**src/tfq_pkg.sv**
```systemverilog
package tfq_pkg;

    // Configuration register widths and indexes.
    localparam int WIN_BITS  = 6;
    localparam int THR_BITS  = 16;
    localparam int PROD_BITS = THR_BITS + WIN_BITS;
    localparam int CFG_INDEX_BITS = 2;

    localparam logic [CFG_INDEX_BITS-1:0] REG_WINDOW_LENGTH = 2'd0;
    localparam logic [CFG_INDEX_BITS-1:0] REG_DROP_LIMIT    = 2'd1;
    localparam logic [CFG_INDEX_BITS-1:0] REG_FLAT_BAND     = 2'd2;
    localparam logic [CFG_INDEX_BITS-1:0] REG_LEVEL_LIMIT   = 2'd3;

    localparam logic [WIN_BITS-1:0] WINDOW_LENGTH_RST = 6'd10;
    localparam logic [THR_BITS-1:0] DROP_LIMIT_RST    = 16'd118;
    localparam logic [THR_BITS-1:0] FLAT_BAND_RST     = 16'd0;
    localparam logic [THR_BITS-1:0] LEVEL_LIMIT_RST   = 16'd15073;

    // Window length is clamped to this range (and to the ring depth).
    localparam int WIN_MIN = 10;
    localparam int WIN_MAX = 50;

    // Command codes.
    localparam logic CMD_LOG    = 1'b0;
    localparam logic CMD_DETECT = 1'b1;

    // Error codes.
    localparam logic [1:0] ERR_NONE  = 2'd0;
    localparam logic [1:0] ERR_DRAIN = 2'd1;
    localparam logic [1:0] ERR_FLAT  = 2'd2;

    // Debounce counter limits.
    localparam logic signed [2:0] PERS_CLEAR = -3'sd1;
    localparam logic signed [2:0] PERS_ZERO  = 3'sd0;
    localparam logic signed [2:0] PERS_ARMED = 3'sd1;
    localparam logic signed [2:0] PERS_TOP   = 3'sd2;

    typedef struct packed {
        logic log_en;
        logic restart;
        logic valve;
    } win_ctrl_t;

    typedef struct packed {
        logic full;
        logic at_least_n;
        logic any_open;
    } win_status_t;

endpackage

```
**src/tfq_window.sv**
```systemverilog
module tfq_window #(
    parameter int RING_DEPTH = 64,
    parameter int LEVEL_BITS = 16
) (
    input  logic                          clk,
    input  logic                          rst_n,
    input  tfq_pkg::win_ctrl_t            ctrl,
    input  logic [LEVEL_BITS-1:0]         level,
    input  logic [tfq_pkg::WIN_BITS-1:0]  win_n,
    input  logic [tfq_pkg::WIN_BITS-1:0]  win_n_next,
    output tfq_pkg::win_status_t          status,
    output logic [LEVEL_BITS-1:0]         newest,
    output logic [LEVEL_BITS-1:0]         oldest
);
    import tfq_pkg::*;

    localparam int AW = $clog2(RING_DEPTH);
    localparam int PW = (AW + 1 > WIN_BITS) ? AW + 1 : WIN_BITS;

    logic [LEVEL_BITS:0] ring_mem [RING_DEPTH];

    logic [AW-1:0]         wp_reg;
    logic [AW-1:0]         wp_next;
    logic [WIN_BITS-1:0]   count_reg;
    logic [WIN_BITS-1:0]   count_next;
    logic [WIN_BITS-1:0]   open_reg;
    logic [WIN_BITS-1:0]   open_next;
    logic [LEVEL_BITS-1:0] newest_reg;
    logic [LEVEL_BITS:0]   oldest_reg;
    logic [PW-1:0]         wp_ext;
    logic [PW-1:0]         n_ext;
    logic [PW-1:0]         rd_ext;
    logic [AW-1:0]         rd_addr;
    logic [WIN_BITS-1:0]   open_dropped;

    assign status.full       = (count_reg == win_n + WIN_BITS'(1));
    assign status.at_least_n = (count_reg >= win_n);
    assign status.any_open   = (open_reg != '0);
    assign newest = newest_reg;
    assign oldest = oldest_reg[LEVEL_BITS-1:0];

    always_comb
    begin
        if (ctrl.log_en) begin
            wp_next = (wp_reg == AW'(RING_DEPTH - 1)) ? '0 : wp_reg + AW'(1);
        end else begin
            wp_next = wp_reg;
        end
    end

    // The entry that is n samples behind the next write position is read ahead
    // of use, so it is already registered when the next word arrives.
    always_comb
    begin
        wp_ext = PW'(wp_next);
        n_ext  = PW'(win_n_next);
        if (wp_ext >= n_ext) begin
            rd_ext = wp_ext - n_ext;
        end else begin
            rd_ext = wp_ext + PW'(RING_DEPTH) - n_ext;
        end
        rd_addr = rd_ext[AW-1:0];
    end

    always_comb
    begin
        open_dropped = (status.at_least_n && oldest_reg[LEVEL_BITS]) ? WIN_BITS'(1) : '0;
        count_next = count_reg;
        open_next  = open_reg;
        if (ctrl.restart) begin
            count_next = '0;
            open_next  = '0;
        end else if (ctrl.log_en) begin
            open_next = open_reg - open_dropped + WIN_BITS'(ctrl.valve);
            if (count_reg <= win_n) begin
                count_next = count_reg + WIN_BITS'(1);
            end
        end
    end

    always_ff @(posedge clk or negedge rst_n)
    begin
        if (!rst_n) begin
            wp_reg    <= '0;
            count_reg <= '0;
            open_reg  <= '0;
        end else begin
            wp_reg    <= wp_next;
            count_reg <= count_next;
            open_reg  <= open_next;
        end
    end

    always_ff @(posedge clk)
    begin
        if (ctrl.log_en) begin
            ring_mem[wp_reg] <= {ctrl.valve, level};
            newest_reg       <= level;
        end
        oldest_reg <= ring_mem[rd_addr];
    end

endmodule

```
**src/tank_fault_qualifier_unit.sv**
```systemverilog
// Tank fault qualifier. Each input word is either a log command, which stores a
// level sample and the inflow-valve bit in a sliding window of the last N
// samples (N = window_length clamped to 10..50 and to RING_DEPTH), or a detect
// command, which checks the draining and flat-with-valve-open faults over the
// window and debounces them with a persistence counter. Every input word gives
// exactly one result word. A word is accepted every cycle while the output is
// not stalled, and its result appears in the output register on the next
// cycle; the window memory has a single read port, and its oldest entry is
// fetched ahead of use. Writing window_length restarts the window fill; the
// memory needs no clearing pass after reset.
module tank_fault_qualifier_unit #(
    parameter int RING_DEPTH = 64,
    parameter int LEVEL_BITS = 16
) (
    input  logic                                clk,
    input  logic                                rst_n,
    input  logic                                item_valid,
    output logic                                item_stall,
    input  logic                                command,
    input  logic [LEVEL_BITS-1:0]               level,
    input  logic                                valve_open,
    input  logic                                pump_on,
    output logic                                result_valid,
    input  logic                                result_stall,
    output logic [1:0]                          error_code,
    output logic                                window_full,
    input  logic                                cfg_write,
    input  logic [tfq_pkg::CFG_INDEX_BITS-1:0]  cfg_index,
    input  logic [tfq_pkg::THR_BITS-1:0]        cfg_data
);
    import tfq_pkg::*;

    localparam logic [WIN_BITS-1:0] WIN_TOP =
        WIN_BITS'((RING_DEPTH < WIN_MAX) ? RING_DEPTH : WIN_MAX);
    localparam int CW = (LEVEL_BITS + 5 > PROD_BITS + 1) ? LEVEL_BITS + 5 : PROD_BITS + 1;

    function automatic logic [WIN_BITS-1:0] clamp_window(input logic [WIN_BITS-1:0] raw);
        logic [WIN_BITS-1:0] n;
        n = raw;
        if (n < WIN_BITS'(WIN_MIN)) begin
            n = WIN_BITS'(WIN_MIN);
        end
        if (n > WIN_TOP) begin
            n = WIN_TOP;
        end
        return n;
    endfunction

    logic [WIN_BITS-1:0] window_length_reg;
    logic [WIN_BITS-1:0] window_length_next;
    logic [THR_BITS-1:0] drop_limit_reg;
    logic [THR_BITS-1:0] flat_band_reg;
    logic [THR_BITS-1:0] level_limit_reg;

    logic signed [2:0]   persistence_reg;
    logic signed [2:0]   persistence_next;
    logic [1:0]          active_fault_reg;
    logic [1:0]          active_fault_next;

    logic                result_valid_reg;
    logic [1:0]          error_code_reg;
    logic                window_full_reg;
    logic [1:0]          code_next;
    logic                full_next;

    logic                accept;
    logic                detect_run;
    logic [WIN_BITS-1:0] win_n;
    logic [WIN_BITS-1:0] win_n_next;
    win_ctrl_t           win_ctrl;
    win_status_t         win_status;
    logic [LEVEL_BITS-1:0] newest_level;
    logic [LEVEL_BITS-1:0] oldest_level;

    logic signed [LEVEL_BITS:0] diff;
    logic signed [CW-1:0]       diff_ext;
    logic signed [CW-1:0]       diff_x10;
    logic signed [CW-1:0]       mag_x10;
    logic [PROD_BITS-1:0]       drop_prod;
    logic [PROD_BITS-1:0]       flat_prod;
    logic signed [CW-1:0]       drop_ext;
    logic signed [CW-1:0]       flat_ext;
    logic                       fault_drain;
    logic                       fault_flat;
    logic [1:0]                 seen;

    assign accept     = item_valid && !item_stall;
    assign item_stall = result_valid_reg && result_stall;

    assign window_length_next =
        (cfg_write && cfg_index == REG_WINDOW_LENGTH) ? cfg_data[WIN_BITS-1:0]
                                                      : window_length_reg;
    assign win_n      = clamp_window(window_length_reg);
    assign win_n_next = clamp_window(window_length_next);

    assign win_ctrl.log_en  = accept && (command == CMD_LOG);
    assign win_ctrl.restart = cfg_write && (cfg_index == REG_WINDOW_LENGTH);
    assign win_ctrl.valve   = valve_open;

    tfq_window #(
        .RING_DEPTH (RING_DEPTH),
        .LEVEL_BITS (LEVEL_BITS)
    ) u_window (
        .clk        (clk),
        .rst_n      (rst_n),
        .ctrl       (win_ctrl),
        .level      (level),
        .win_n      (win_n),
        .win_n_next (win_n_next),
        .status     (win_status),
        .newest     (newest_level),
        .oldest     (oldest_level)
    );

    // Level change over the window, scaled by ten, against limit times N.
    always_comb
    begin
        diff      = $signed({1'b0, newest_level}) - $signed({1'b0, oldest_level});
        diff_ext  = {{(CW - LEVEL_BITS - 1){diff[LEVEL_BITS]}}, diff};
        diff_x10  = (diff_ext <<< 3) + (diff_ext <<< 1);
        mag_x10   = diff_x10[CW-1] ? -diff_x10 : diff_x10;
        drop_prod = PROD_BITS'(drop_limit_reg) * PROD_BITS'(win_n);
        flat_prod = PROD_BITS'(flat_band_reg) * PROD_BITS'(win_n);
        drop_ext  = $signed({{(CW - PROD_BITS){1'b0}}, drop_prod});
        flat_ext  = $signed({{(CW - PROD_BITS){1'b0}}, flat_prod});
        fault_drain = (-diff_x10 > drop_ext) && !win_status.any_open;
        fault_flat  = (mag_x10 <= flat_ext) && win_status.any_open && !pump_on
                      && ({{(CW - LEVEL_BITS){1'b0}}, level}
                          > {{(CW - THR_BITS){1'b0}}, level_limit_reg});
    end

    assign detect_run = accept && (command == CMD_DETECT) && win_status.full;

    always_comb
    begin
        persistence_next  = persistence_reg;
        active_fault_next = active_fault_reg;
        code_next         = ERR_NONE;
        seen              = fault_drain ? ERR_DRAIN : (fault_flat ? ERR_FLAT : ERR_NONE);
        if (detect_run) begin
            if (seen != ERR_NONE) begin
                if (active_fault_reg != ERR_NONE && active_fault_reg != seen) begin
                    // The other fault is latched; report it and leave the debounce alone.
                    code_next = active_fault_reg;
                end else if (persistence_reg == PERS_TOP) begin
                    code_next = seen;
                end else if (persistence_reg == PERS_ARMED) begin
                    persistence_next  = PERS_TOP;
                    active_fault_next = seen;
                    code_next         = seen;
                end else begin
                    persistence_next = persistence_reg + 3'sd1;
                end
            end else begin
                if (persistence_reg == PERS_ZERO) begin
                    active_fault_next = ERR_NONE;
                    persistence_next  = PERS_CLEAR;
                end else if (persistence_reg != PERS_CLEAR) begin
                    persistence_next = persistence_reg - 3'sd1;
                    code_next        = active_fault_reg;
                end
            end
        end
        full_next = (command == CMD_LOG) ? win_status.at_least_n : win_status.full;
    end

    always_ff @(posedge clk or negedge rst_n)
    begin
        if (!rst_n) begin
            window_length_reg <= WINDOW_LENGTH_RST;
            drop_limit_reg    <= DROP_LIMIT_RST;
            flat_band_reg     <= FLAT_BAND_RST;
            level_limit_reg   <= LEVEL_LIMIT_RST;
        end else if (cfg_write) begin
            case (cfg_index)
                REG_WINDOW_LENGTH: window_length_reg <= cfg_data[WIN_BITS-1:0];
                REG_DROP_LIMIT:    drop_limit_reg    <= cfg_data;
                REG_FLAT_BAND:     flat_band_reg     <= cfg_data;
                REG_LEVEL_LIMIT:   level_limit_reg   <= cfg_data;
                default:           ;
            endcase
        end
    end

    always_ff @(posedge clk or negedge rst_n)
    begin
        if (!rst_n) begin
            persistence_reg  <= PERS_CLEAR;
            active_fault_reg <= ERR_NONE;
            result_valid_reg <= 1'b0;
        end else begin
            persistence_reg  <= persistence_next;
            active_fault_reg <= active_fault_next;
            if (accept) begin
                result_valid_reg <= 1'b1;
            end else if (!result_stall) begin
                result_valid_reg <= 1'b0;
            end
        end
    end

    always_ff @(posedge clk)
    begin
        if (accept) begin
            error_code_reg  <= code_next;
            window_full_reg <= full_next;
        end
    end

    assign result_valid = result_valid_reg;
    assign error_code   = error_code_reg;
    assign window_full  = window_full_reg;

`ifndef SYNTHESIS
    a_result_follows: assert property (@(posedge clk) disable iff (!rst_n)
        accept |=> result_valid)
        else $error("accepted word did not produce a result word");

    a_no_code_unfilled: assert property (@(posedge clk) disable iff (!rst_n)
        result_valid && !window_full |-> error_code == ERR_NONE)
        else $error("fault reported before the window filled");

    a_active_counted: assert property (@(posedge clk) disable iff (!rst_n)
        active_fault_reg != ERR_NONE |-> persistence_reg >= PERS_ZERO)
        else $error("latched fault with cleared persistence counter");

    a_top_latched: assert property (@(posedge clk) disable iff (!rst_n)
        persistence_reg == PERS_TOP |-> active_fault_reg != ERR_NONE)
        else $error("persistence saturated without a latched fault");
`endif

endmodule
```
**config.mk**
```make
export PLATFORM = sky130hd
export DESIGN_NAME = tank_fault_qualifier_unit
export DESIGN_NICKNAME = d
export VERILOG_FILES = /design/src/tfq_pkg.sv /design/src/tfq_window.sv /design/src/tank_fault_qualifier_unit.sv
export SDC_FILE = /design/constraint.sdc
export NUM_CORES = 2
export LEC_CHECK = 0
export BUFFER_PORTS_ARGS = -buffer_cell sky130_fd_sc_hd__buf_2
export CAP_MARGIN = 30
export CELL_PAD_IN_SITES_DETAIL_PLACEMENT = 2
export CELL_PAD_IN_SITES_GLOBAL_PLACEMENT = 2
export CORE_MARGIN = 1.5
export CORE_UTILIZATION = 25
export DETAILED_ROUTE_END_ITERATION = 16
export GPL_TIMING_DRIVEN = 0
export PLACE_DENSITY_LB_ADDON = 0.1
export SLEW_MARGIN = 30
export SYNTH_ARGS = -nofsm -noshare
export SYNTH_HDL_FRONTEND = slang
export SYNTH_SLANG_ARGS = --single-unit
```
**constraint.sdc**
```tcl
create_clock -name clk -period 18.7 [get_ports clk]
set_input_delay 1.87 -clock clk [delete_from_list [all_inputs] [get_ports clk]]
set_output_delay 1.87 -clock clk [all_outputs]
set_load 0.005 [all_outputs]
```
==> flow_summary_export.csv <==
group,metric,value,unit
outcome,status,"finished, final reports clean",
grt,grt_pass1_vias,33927,
sta,period_share,0.525,
synth,yosysUniqueCellTypes,77,
synth,yosys.area.top_type,"edfxtp_1",
floorplanning,die_x,477,um
place,port_buffers,46,
grt,overflow,0,
synth,async_reset_ff_frac,0.0649,
sta,fmax,102,MHz
routing,ant_nets,0,
synth,synth_flop_cell,"edfxtp_1",
grt,antenna_found_initial,22,
synth,synth_edf_count,1107,
worst_setup_path,path_class,"register to register",
cells_and_area,multi_input_area,19800,sq um
synth,yosys-top-cells-area,"edfxtp_1, mux4_2, fa_1, ha_1, dfrtp_1",
synth,syn_area,56100,sq um
routing,wire_per_inst,28.1,um
worst_setup_path,worst_path_max_delay_cell,"a21oi_2",
floorplanning,core_area,223000,sq um
routing,drc,0,
sta,rsz0062_at_grt,"false",
grt,track_usage,0.166,
sta,tightest_slew,1.03,ns
sta,hold_viol,0,
worst_setup_path,setup.worst_path.end_class,"register",
floorplanning,num_rows,173,
worst_setup_path,required,19.41,ns
clocking,cts_htree_levels,4,
cells_and_area,layout-drive-gt1-share,0.237,
floorplanning,die_h,477,um
synth,syn_inst,3302,
floorplanning,initial_core_util,0.252,
routing,drt_iter0_markers,1862,
clocking,clockBufferDepth,3,
clocking,tritoncts,"yes",
sta,setup_violations,0,
sta,fin_worst_skew,0.0272,ns
sta,drv_slew,0,
routing,vias,30599,
clocking,clk_latency,0.79,ns
synth,synth-seq-cells,1202,
place,dp_hpwl,136000,um
clocking,post_cts_buffers,0,
grt,grt_pass1_wl,267000,um
worst_setup_path,path_max_fanout,10,
flow_run,cap_violations,0,
sta,tns,0,ns
clocking,clkSinkCount,1202,
synth,synth_seq_area_share,0.634,
routing,firstDrtPassIters,5,
min_path,min_path_type,"register to register",
clocking,ctsResizeCount,0,
sta,fin_crit,9.81,ns
clocking,cts-root-buf,"clkbuf_16",
min_path,worst_hold_path.num_cells,1,
sta,relSlewSlack,0.295,
clocking,numCtsBuffers,145,
synth,synth.avg_cell_area,17.0,sq um
routing,viasPerCell,4.58,
worst_setup_path,startpoint_type,"register",
floorplanning,die_area,227000,sq um
clocking,cts.clk_slew.worst_paths,0.06,ns
cells_and_area,seq_area,35600,sq um
synth,synth_top_area_frac,0.592,
cells_and_area,nNetsFinal,3925,
routing,totalWireLength,188000,um
worst_setup_path,critPathMaxStageDelay,0.82,ns
cells_and_area,largest_reg_flops,1088,
worst_setup_path,worst_r2r_path_depth,29,
clocking,postCtsHoldBufs,0,
synth,synth_warnings,0,
worst_setup_path,arrival,10.52,ns
place,place.gp.congestion,0.766,
cells_and_area,syn_to_final_growth,20.3,%
cells_and_area,fill_cells,22514,
synth,syn_nets,3644,
grt,grt_max_degree,67,
floorplanning,ios,47,
[cell families (layout without fill, tap and decap cells)]
| logic type | Yosys count | count (layout) | share of synthesized area |
|---|---|---|---|
| AO/OA/AOI/OAI | 275 | 275 | 0.0335 |
| XOR/XNOR | 116 | 116 | 0.0182 |
| adder cells (fa/ha/maj) | 300 | 300 | 0.0827 |
| buffers and inverters | 344 | 738 | 0.0233 |
| flip-flops | 1202 | 1202 | 0.634 |
| multiplexers | 460 | 460 | 0.153 |
| other | 0 | 12 | 0 |
| AND/OR/NAND/NOR | 605 | 605 | 0.0558 |
[layout make-up]
cell class              instances  share of cell area
plain buffers                 123             0.00793
clock buffers                 185              0.0575
inverters                     221              0.0123
clock inverters                75             0.00975
multi-input cells            1756               0.294
diodes                         12            0.000445
repair buffers                134              0.0362
flip-flops and latches       1202               0.527
well taps                    2975              0.0551
[cell usage after synthesis (all sizes together), types with 5 or more instances]
master,instances
o211ai,6
fa,118
o21ai,42
nand2b,15
dfrtp,60
nor2b,45
mux2i,100
xor2,48
xnor2,68
mux2,48
o21a,18
dfxtp,17
or2,10
nand3,28
a31oi,7
a21o,24
o21bai,11
inv,221
a21oi,71
nand2,99
nand3b,8
clkbuf,95
nor3,42
and2,113
ha,182
nor2,154
buf,28
nand4,16
or3,17
mux4,312
and3,38
a221oi,5
edfxtp,1107
or4,6
a22o,19
dfstp,18
a211oi,25
[per-layer routing]
layer | global-route usage | wire length, um | up-vias
met5 | 0 | 34 | -
met4 | 0.0519 | 5630 | 6
met3 | 0.0246 | 6290 | 226
met2 | 0.272 | 89900 | 498
met1 | 0.225 | 85800 | 16514
li1 | - | - | 13355
[layout by cell type, fill, tap and decap left out, types with 27 or more instances in the layout]
master     netlist  layout
edfxtp_1      1107    1107
mux4_2         312     312
inv_1          221     221
ha_1           182     182
clkbuf_16        0     149
fa_1           118     118
and2_1         112     112
clkbuf_1        95     102
mux2i_1        100     100
nand2_1         99      96
nor2_1         154      90
a21oi_1         71      70
buf_16           0      66
nor2_4           0      64
xnor2_1         67      63
dfrtp_1         60      60
buf_2            8      54
mux2_2          48      48
xor2_1          48      47
nor2b_1         45      45
o21ai_0         40      39
and3_1          38      38
nor3_1          42      37
clkinv_1         0      29
clkbuf_2         0      27
[through the flow]
step	util	worst slack, ns	hold WS (ns)	instance area (sq um)	std cells
global placement	0.270	7.51	0.492	60100	6323
global route	0.303	8.32	0.523	67500	6672
finish	0.303	8.89	0.510	67500	6683
floorplan	-	11.41	0.479	56100	3302
detailed placement	0.283	8.67	0.501	62900	6411
CTS	0.303	8.63	0.516	67500	6671
[worst paths after layout]
check	from	end	slack, ns
max	window_length_reg[4]	persistence_reg[1]	8.89
min	level_limit_reg[10]	level_limit_reg[10]	0.51
max reg2reg	window_length_reg[4]	persistence_reg[1]	8.89
min reg2reg	level_limit_reg[10]	level_limit_reg[10]	0.51
max in group asynchronous	rst_n	drop_limit_reg[2]	17.04
min in group asynchronous	rst_n	level_limit_reg[8]	0.98
[worst max-delay path, delay by kind of cell (launching register included)]
family / cells / cell delay, ns
adders and majority gates: 5 / 2.18
DFF: 1 / 0.40
and+or+nand+nor: 6 / 1.18
xor gates and xnor gates: 1 / 0.13
buffers and inverters: 4 / 1.49
AOI/OAI and AO/OA: 13 / 4.33
Power is not shown: default switching activity piles up to over one toggle a cycle in this logic, so the estimate is an artifact.
